### config.mk
export PLATFORM = sky130hd
export DESIGN_NAME = flow_counter_table
export DESIGN_NICKNAME = d
export VERILOG_FILES = /design/src/hw/rtl/fct_pkg.sv /design/src/hw/rtl/flow_counter_table.sv /design/src/hw/rtl/fct_key_cam.sv /design/src/hw/rtl/fct_count_ram.sv
export SDC_FILE = /design/constraint.sdc
export NUM_CORES = 2
export LEC_CHECK = 0
export BUFFER_PORTS_ARGS = -buffer_cell sky130_fd_sc_hd__buf_2
export CORE_ASPECT_RATIO = 1.25
export CORE_MARGIN = 2
export CORE_UTILIZATION = 27
export CTS_CLUSTER_SIZE = 10
export DETAILED_ROUTE_END_ITERATION = 10
export GPL_ROUTABILITY_DRIVEN = 1
export PLACE_DENSITY = 0.48
export SYNTH_ARGS = -nofsm -noshare
export SYNTH_HDL_FRONTEND = slang
export SYNTH_SLANG_ARGS = --single-unit
### constraint.sdc
create_clock -name clk -period 13.9 [get_ports clk]
set_input_delay 1.39 -clock clk [delete_from_list [all_inputs] [get_ports clk]]
set_output_delay 1.39 -clock clk [all_outputs]
set_load 0.02 [all_outputs]
### src/hw/rtl/fct_pkg.sv
// Shared types and constants of the flow counter table.
package fct_pkg;

    typedef struct packed {
        logic [31:0] addr;
        logic [15:0] port;
    } key_t;

    localparam logic [1:0]  ST_COUNTED = 2'd0;
    localparam logic [1:0]  ST_CLEARED = 2'd1;
    localparam logic [1:0]  ST_FULL    = 2'd2;
    localparam logic [1:0]  ST_DROPPED = 2'd3;

    localparam logic [31:0] EXIT_WORD         = 32'h6578_6974;  // "exit"
    localparam logic [15:0] LISTEN_PORT_RESET = 16'd5000;
    localparam logic [31:0] COUNT_MAX         = 32'hFFFF_FFFF;
    localparam logic [2:0]  EXIT_LEN          = 3'd4;

endpackage

### src/hw/rtl/flow_counter_table.sv
// Top level of the per-flow datagram counter table.
//
// One transaction on the input channel carries the header summary of a UDP
// datagram; exactly one result transaction follows. Datagrams whose
// destination port differs from listen_port (reset 5000, written through the
// cfg channel; the user must write it only while idle, as the block does not
// enforce it) are dropped with status 3. Others are looked up by (source
// address, source port) in a fully associative table of TABLE_ENTRIES
// entries; a miss allocates the next free entry, or reports table full
// (status 2) when none is left. Entries are never freed. A payload starting
// with "exit" (four head bytes present) clears the counter (status 1);
// otherwise the counter increments and saturates at all ones (status 0).
// Timing: one datagram at a time. A hit passes through accept, key compare
// into the match register, counter memory read, then update and write back;
// a miss, drop or full verdict skips the counter read. Each waits in its
// last step while the output register is full and not being taken. The
// result sits in an output register, so a new datagram is accepted while it
// waits to be taken.
// No clearing pass after reset: the fill count marks which entries are live.
module flow_counter_table #(
    parameter int TABLE_ENTRIES = 16
) (
    input  logic        clk,
    input  logic        rst_n,
    // configuration write
    input  logic        cfg_valid,
    output logic        cfg_ready,
    input  logic [15:0] cfg_data,
    // datagram summaries
    input  logic        in_valid,
    output logic        in_ready,
    input  logic [31:0] src_ip,
    input  logic [15:0] src_port,
    input  logic [15:0] dst_port,
    input  logic [31:0] payload_head,
    input  logic [2:0]  head_bytes,
    // results
    output logic        out_valid,
    input  logic        out_ready,
    output logic [1:0]  status,
    output logic [3:0]  entry_index,
    output logic [31:0] flow_count
);
    import fct_pkg::*;

    localparam int IDX_W = (TABLE_ENTRIES > 1) ? $clog2(TABLE_ENTRIES) : 1;
    localparam int CNT_W = $clog2(TABLE_ENTRIES + 1);
    localparam logic [CNT_W-1:0] USED_FULL = CNT_W'(TABLE_ENTRIES);

    // sequencer states
    localparam logic [1:0] S_IDLE = 2'd0;  // waiting for a transaction
    localparam logic [1:0] S_LOOK = 2'd1;  // key compare in flight
    localparam logic [1:0] S_DEC  = 2'd2;  // verdict, allocate or read counter
    localparam logic [1:0] S_UPD  = 2'd3;  // counter back from memory

    logic [1:0]       state_reg, state_next;
    logic [15:0]      listen_port_reg;
    logic [CNT_W-1:0] used_reg, used_next;

    // captured datagram
    key_t             key_reg;
    logic             drop_reg;
    logic             exit_reg;
    logic [IDX_W-1:0] slot_reg, slot_next;

    // output register
    logic             out_valid_reg, out_valid_next;
    logic [1:0]       status_reg, status_next;
    logic [3:0]       entry_index_reg, entry_index_next;
    logic [31:0]      flow_count_reg, flow_count_next;

    logic             out_free;
    logic             in_fire;
    logic             emit;
    logic [1:0]       emit_status;
    logic [IDX_W-1:0] emit_slot;
    logic [31:0]      emit_count;
    logic [IDX_W+3:0] slot_wide;

    logic             cam_hit;
    logic [IDX_W-1:0] cam_idx;
    logic             key_we;
    logic             ram_we;
    logic [IDX_W-1:0] ram_waddr;
    logic [31:0]      ram_wdata;
    logic             ram_re;
    logic [31:0]      ram_rdata;
    logic [31:0]      count_inc;

    assign cfg_ready = 1'b1;
    assign in_ready  = (state_reg == S_IDLE);
    assign in_fire   = in_valid && in_ready;
    assign out_free  = !out_valid_reg || out_ready;

    fct_key_cam #(
        .ENTRIES (TABLE_ENTRIES),
        .IDX_W   (IDX_W),
        .CNT_W   (CNT_W)
    ) u_cam (
        .clk      (clk),
        .rst_n    (rst_n),
        .wr_en    (key_we),
        .wr_idx   (used_reg[IDX_W-1:0]),
        .wr_key   (key_reg),
        .look_key (key_reg),
        .used     (used_reg),
        .hit      (cam_hit),
        .hit_idx  (cam_idx)
    );

    fct_count_ram #(
        .DEPTH (TABLE_ENTRIES),
        .AW    (IDX_W)
    ) u_ram (
        .clk   (clk),
        .we    (ram_we),
        .waddr (ram_waddr),
        .wdata (ram_wdata),
        .re    (ram_re),
        .raddr (cam_idx),
        .rdata (ram_rdata)
    );

    // saturating increment of the stored counter
    assign count_inc = (ram_rdata == COUNT_MAX) ? COUNT_MAX : ram_rdata + 32'd1;

    always_comb
    begin
        state_next  = state_reg;
        used_next   = used_reg;
        slot_next   = slot_reg;
        emit        = 1'b0;
        emit_status = ST_COUNTED;
        emit_slot   = '0;
        emit_count  = '0;
        key_we      = 1'b0;
        ram_we      = 1'b0;
        ram_waddr   = used_reg[IDX_W-1:0];
        ram_wdata   = '0;
        ram_re      = 1'b0;

        case (state_reg)
            S_IDLE:
            begin
                if (in_fire)
                begin
                    state_next = S_LOOK;
                end
            end
            S_LOOK:
            begin
                state_next = S_DEC;
            end
            S_DEC:
            begin
                if (drop_reg)
                begin
                    if (out_free)
                    begin
                        emit        = 1'b1;
                        emit_status = ST_DROPPED;
                        state_next  = S_IDLE;
                    end
                end
                else if (cam_hit)
                begin
                    ram_re     = 1'b1;
                    slot_next  = cam_idx;
                    state_next = S_UPD;
                end
                else if (used_reg == USED_FULL)
                begin
                    if (out_free)
                    begin
                        emit        = 1'b1;
                        emit_status = ST_FULL;
                        state_next  = S_IDLE;
                    end
                end
                else if (out_free)
                begin
                    // new flow: counter starts at zero, so no read needed
                    key_we      = 1'b1;
                    ram_we      = 1'b1;
                    ram_wdata   = exit_reg ? 32'd0 : 32'd1;
                    used_next   = used_reg + CNT_W'(1);
                    emit        = 1'b1;
                    emit_status = exit_reg ? ST_CLEARED : ST_COUNTED;
                    emit_slot   = used_reg[IDX_W-1:0];
                    emit_count  = ram_wdata;
                    state_next  = S_IDLE;
                end
            end
            S_UPD:
            begin
                if (out_free)
                begin
                    ram_we      = 1'b1;
                    ram_waddr   = slot_reg;
                    ram_wdata   = exit_reg ? 32'd0 : count_inc;
                    emit        = 1'b1;
                    emit_status = exit_reg ? ST_CLEARED : ST_COUNTED;
                    emit_slot   = slot_reg;
                    emit_count  = ram_wdata;
                    state_next  = S_IDLE;
                end
            end
            default:
            begin
                state_next = S_IDLE;
            end
        endcase
    end

    // entry_index carries the low four bits of the slot
    assign slot_wide = {4'b0000, emit_slot};

    always_comb
    begin
        out_valid_next   = out_valid_reg && !out_ready;
        status_next      = status_reg;
        entry_index_next = entry_index_reg;
        flow_count_next  = flow_count_reg;
        if (emit)
        begin
            out_valid_next   = 1'b1;
            status_next      = emit_status;
            entry_index_next = slot_wide[3:0];
            flow_count_next  = emit_count;
        end
    end

    always_ff @(posedge clk or negedge rst_n)
    begin
        if (!rst_n)
        begin
            state_reg       <= S_IDLE;
            used_reg        <= '0;
            out_valid_reg   <= 1'b0;
            listen_port_reg <= LISTEN_PORT_RESET;
        end
        else
        begin
            state_reg     <= state_next;
            used_reg      <= used_next;
            out_valid_reg <= out_valid_next;
            if (cfg_valid && cfg_ready)
            begin
                listen_port_reg <= cfg_data;
            end
        end
    end

    // payload registers, no reset
    always_ff @(posedge clk)
    begin
        if (in_fire)
        begin
            key_reg.addr <= src_ip;
            key_reg.port <= src_port;
            drop_reg     <= (dst_port != listen_port_reg);
            exit_reg     <= (head_bytes >= EXIT_LEN) && (payload_head == EXIT_WORD);
        end
        slot_reg        <= slot_next;
        status_reg      <= status_next;
        entry_index_reg <= entry_index_next;
        flow_count_reg  <= flow_count_next;
    end

    assign out_valid   = out_valid_reg;
    assign status      = status_reg;
    assign entry_index = entry_index_reg;
    assign flow_count  = flow_count_reg;

    // fill count never passes the table size
    a_used_bound: assert property (@(posedge clk) disable iff (!rst_n)
        used_reg <= USED_FULL)
        else $error("fill count beyond table size");

    // allocation writes key and counter of the same entry together
    a_alloc_pair: assert property (@(posedge clk) disable iff (!rst_n)
        key_we |-> (ram_we && ram_waddr == used_reg[IDX_W-1:0]))
        else $error("key written without its counter");

    // a fresh result only comes from a transaction in progress
    a_result_src: assert property (@(posedge clk) disable iff (!rst_n)
        emit |-> (state_reg == S_DEC || state_reg == S_UPD))
        else $error("result issued while idle");

    // the fill count only moves on an allocation
    a_used_step: assert property (@(posedge clk) disable iff (!rst_n)
        (used_reg != $past(used_reg)) |-> $past(key_we))
        else $error("fill count moved without allocation");

endmodule

### src/hw/rtl/fct_key_cam.sv
// Flow key store with parallel compare and registered match vector.
module fct_key_cam #(
    parameter int ENTRIES = 16,
    parameter int IDX_W   = 4,
    parameter int CNT_W   = 5
) (
    input  logic             clk,
    input  logic             rst_n,
    input  logic             wr_en,
    input  logic [IDX_W-1:0] wr_idx,
    input  fct_pkg::key_t    wr_key,
    input  fct_pkg::key_t    look_key,
    input  logic [CNT_W-1:0] used,
    output logic             hit,
    output logic [IDX_W-1:0] hit_idx
);
    import fct_pkg::*;

    key_t               keys [ENTRIES];
    logic [ENTRIES-1:0] match_next;
    logic [ENTRIES-1:0] match_reg;

    always_ff @(posedge clk)
    begin
        if (wr_en)
        begin
            keys[wr_idx] <= wr_key;
        end
    end

    // only allocated entries take part
    always_comb
    begin
        for (int i = 0; i < ENTRIES; i++)
        begin
            match_next[i] = (CNT_W'(i) < used) && (keys[i] == look_key);
        end
    end

    always_ff @(posedge clk or negedge rst_n)
    begin
        if (!rst_n)
        begin
            match_reg <= '0;
        end
        else
        begin
            match_reg <= match_next;
        end
    end

    // keys are unique, so the vector is one-hot or empty: OR the indices
    always_comb
    begin
        hit_idx = '0;
        for (int i = 0; i < ENTRIES; i++)
        begin
            if (match_reg[i])
            begin
                hit_idx = hit_idx | IDX_W'(i);
            end
        end
    end

    assign hit = |match_reg;

endmodule

### src/hw/rtl/fct_count_ram.sv
// Counter memory, one write port and one registered read port.
module fct_count_ram #(
    parameter int DEPTH = 16,
    parameter int AW    = 4
) (
    input  logic          clk,
    input  logic          we,
    input  logic [AW-1:0] waddr,
    input  logic [31:0]   wdata,
    input  logic          re,
    input  logic [AW-1:0] raddr,
    output logic [31:0]   rdata
);
    logic [31:0] mem [DEPTH];
    logic [31:0] rdata_reg;

    always_ff @(posedge clk)
    begin
        if (we)
        begin
            mem[waddr] <= wdata;
        end
    end

    always_ff @(posedge clk)
    begin
        if (re)
        begin
            rdata_reg <= mem[raddr];
        end
    end

    assign rdata = rdata_reg;

endmodule

==> qor.log <==
qor: sta.period_minus_slack 4400 ps
qor: route.vias 31,758
qor: clock_network.tritoncts yes
qor: die.die_area 221,000 um2
qor: cells_and_area.flow.area_growth_from_synthesis 16.8%
qor: sta.timing.hold.ws 526 ps
qor: sta.max-slew-margin-rel 11.1%
qor: clock_network.cts_max_path_buffers 3
qor: sta.setup_total_negative_slack 0 ps
qor: power.total_power 10,300 uW
qor: synth.synthDominantCellAreaShare 71.7%
qor: synth.synth.yosys.seq_area_share 73.4%
qor: sta.finalClockSkew 32.2 ps
qor: clock_network.post_cts_hold_fix_bufs 0
qor: die.initial_core_util 27.1%
qor: die.design.core.area 217,000 um2
qor: cells_and_area.nets 4,004
qor: global_routing.initial_antenna_violation_count 13
qor: synth.ys_ff_latch 1,444
qor: route.remaining_drc_errors 0
qor: sta.clock.fmax 0.227 GHz
qor: synth.synthesis.nets 3,729
qor: global_routing.grt_start_max_net_pins 79
qor: sta.final_max_slew_viol_count 0
qor: global_routing.globalRoute.totalOverflow 0
qor: cells_and_area.drive_gt1_share 16.2%
qor: placement.routabilityCongestion 0.770
qor: synth.synth_cells 3,604
qor: critical_path.critical_path_required 14,340 ps
qor: die.width_of_the_die 421 um
qor: synth.syn-mean-instance-area 16.3 um2
qor: sta.grt_setup_unrepaired false
qor: job.maxCapViolations 0
qor: route.postRouteWirelength 163 mm
qor: clock_network.clkSlewWorstSetupHoldPaths 50 ps
qor: global_routing.first_global_vias 32,582
qor: clock_network.root_buffer clkbuf_16
qor: route.firstDrtPassIters 7
qor: synth.synth_cell_type_count 62
qor: clock_network.cts_buffer_count 170
qor: route.detail_route.vias_per_cell 4.63
qor: synth.async_reset_ff_share 2.77%
qor: clock_network.source_to_sink_clock_delay_at_the_later_pin_of_the_worst_skew_pair 810 ps
qor: synth.yosysWarningCount 0
qor: sta.setup_viol 0
qor: run_status.status finished, final reports clean
qor: clock_network.h-tree-depth 4
qor: sta.fin_crit_sh 31.7%
qor: power.power.density 150 nW/um2
qor: synth.synth_edf_count 1,404
qor: sta.worst_slack 9500 ps
qor: critical_path.criticalPathCategory flip-flop to flip-flop
qor: placement.portBuffers 157
qor: critical_path.worst_setup_path_end_kind flip-flop
qor: critical_path.worst_ep_arrival 4840 ps
qor: critical_path.critPathLaunchType flip-flop
qor: placement.dp_hpwl 93.2 mm
qor: sta.tightest_slew 1330 ps
qor: power.ir_drop 0.000124 V
qor: route.detail_route.iter0.violations 2,230
qor: die.placementRows 191
qor: clock_network.cts_resized 0
qor: synth.cell_taking_the_most_area_after_synthesis edfxtp_1
qor: route.wl_per_cell 23.8 um
qor: placement.placement.setup.worst_slack 9470 ps
qor: clock_network.clkSinkCount 1,444
qor: die.chipHeight 526 um
qor: cells_and_area.fillCellCount 21,347
qor: global_routing.grt_first_pass_wirelength 235 mm
qor: synth.leading_cell_types_by_total_area_after_synthesis edfxtp_1 72%, xor2_1 7.7%, xnor2_1 4.2%, mux2i_1 1.8%, nor4_1 1.6%
qor: synth.ys.flop_type edfxtp_1
qor: die.ios 161
qor: synth.area_of_the_mapped_netlist 58,800 um2
qor: power.p_leak 0.0217 uW
qor: cells_and_area.largest_reg_flops 768
qor: critical_path.crit_fanout 78
qor: clock_network.post_cts.repair.setup_buffers 0
qor: global_routing.track_usage 14.5%
qor: route.drtAntennaViolNets 0
qor: hold_path.hold_path_class flip-flop to flip-flop
qor: sta.hold_viol 0
power breakdown:
group	total, uW	switching (uW)	leakage, uW	internal (uW)
clock	4000	1700	0.00234	2300
sequential	5070	62.6	0.0132	5010
combinational	1230	891	0.00617	340
total	10300	2660	0.0217	7650
placed cells by master (no fill, tap or decap), types with 29 or more instances in the layout:
master and count:
edfxtp_1 1404, buf_4 150, a21oi_1 66, buf_2 157, o21ai_0 103, clkbuf_1 41
nor2_4 29, nand4_1 103, nand2_1 54, o22a_1 40, dfrtp_1 35, xnor2_1 283
nand3_1 134, a211oi_1 64, xor2_1 514, nor4_1 149, mux2i_1 108, mux2_2 70
clkbuf_16 173
through the flow:
| step | utilization, % | cells | cell area, um2 |
|---|---|---|---|
| after floorplan | - | 3604 | 58800 |
| after global placement | 29.5 | 6602 | 63800 |
| after detailed placement | 29.5 | 6602 | 63800 |
| after CTS | 31.7 | 6848 | 68700 |
| after global routing | 31.7 | 6852 | 68700 |
| final | 31.7 | 6852 | 68700 |
cells in the mapped netlist, drive strengths merged, types with 9 or more instances:
master,instances
nor3,31
o2111ai,27
mux2i,108
and3,9
xor2,514
o22a,40
o21ai,104
a21oi,67
inv,21
buf,49
and4,9
dfrtp,35
clkbuf,155
nor2,53
edfxtp,1404
a211oi,64
xnor2,283
nand4,103
nand2,55
nand3,136
nor4,156
a2111oi,36
mux2,72
cell type report:
type                    instances  area [um2]  area share, %
multi-input cells            1935       15100           21.9
clock inverters                30         318          0.463
well taps                    2895        3620           5.27
repair buffers                307        1910           2.78
diodes                          4        10.0         0.0146
inverters                      21        78.8          0.115
clock buffers                 216        4510           6.57
flip-flops and latches       1444       43200           62.9
critical path, stage by stage (launching register included):
cell and delay (ps):
dfrtp_1 450, nor4_4 270, buf_4 580, nand2_8 620, buf_4 630, mux2_2 380, a2111oi_0 600, o2111ai_1 370
worst paths after layout:
check                                                start                               to  slack [ps]  depth (start not counted)
setup reg to reg             u_cam.match_reg[11]$_DFF_PN0_        u_ram.rdata[21]$_DFFE_PP_        9500                          7
min in group asynchronous                            rst_n  listen_port_reg[10]$_DFFE_PN0P_         770                          1
max in group asynchronous                            rst_n    u_cam.match_reg[14]$_DFF_PN0_       12490                          1
setup / recovery             u_cam.match_reg[11]$_DFF_PN0_        u_ram.rdata[21]$_DFFE_PP_        9500                          7
hold reg to reg            listen_port_reg[10]$_DFFE_PN0P_  listen_port_reg[10]$_DFFE_PN0P_         530                          1
hold / removal             listen_port_reg[10]$_DFFE_PN0P_  listen_port_reg[10]$_DFFE_PN0P_         530                          1
per-layer routing:
layer / vias up / global-route usage (%) / wire [um]
met5: - / 0 / 0
met3: 220 / 2.17 / 5920
met4: 0 / 3.96 / 3450
met2: 664 / 25.6 / 83800
met1: 16576 / 18.3 / 70100
li1: 14298 / - / -
cells by family (layout without fill, tap and decap cells):
kind of cell / after synthesis / count (layout) / synth area share, %
other cells: 1 / 5 / 0.00638
fa+ha+maj: 5 / 5 / 0.106
mux: 180 / 180 / 3.22
simple gates: 585 / 585 / 5.60
compound gates: 367 / 367 / 4.26
xor+xnor: 797 / 797 / 11.9
buf+inv: 225 / 574 / 1.49
flops: 1444 / 1444 / 73.4
No activity file was read; power rests on OpenSTA's default activity.
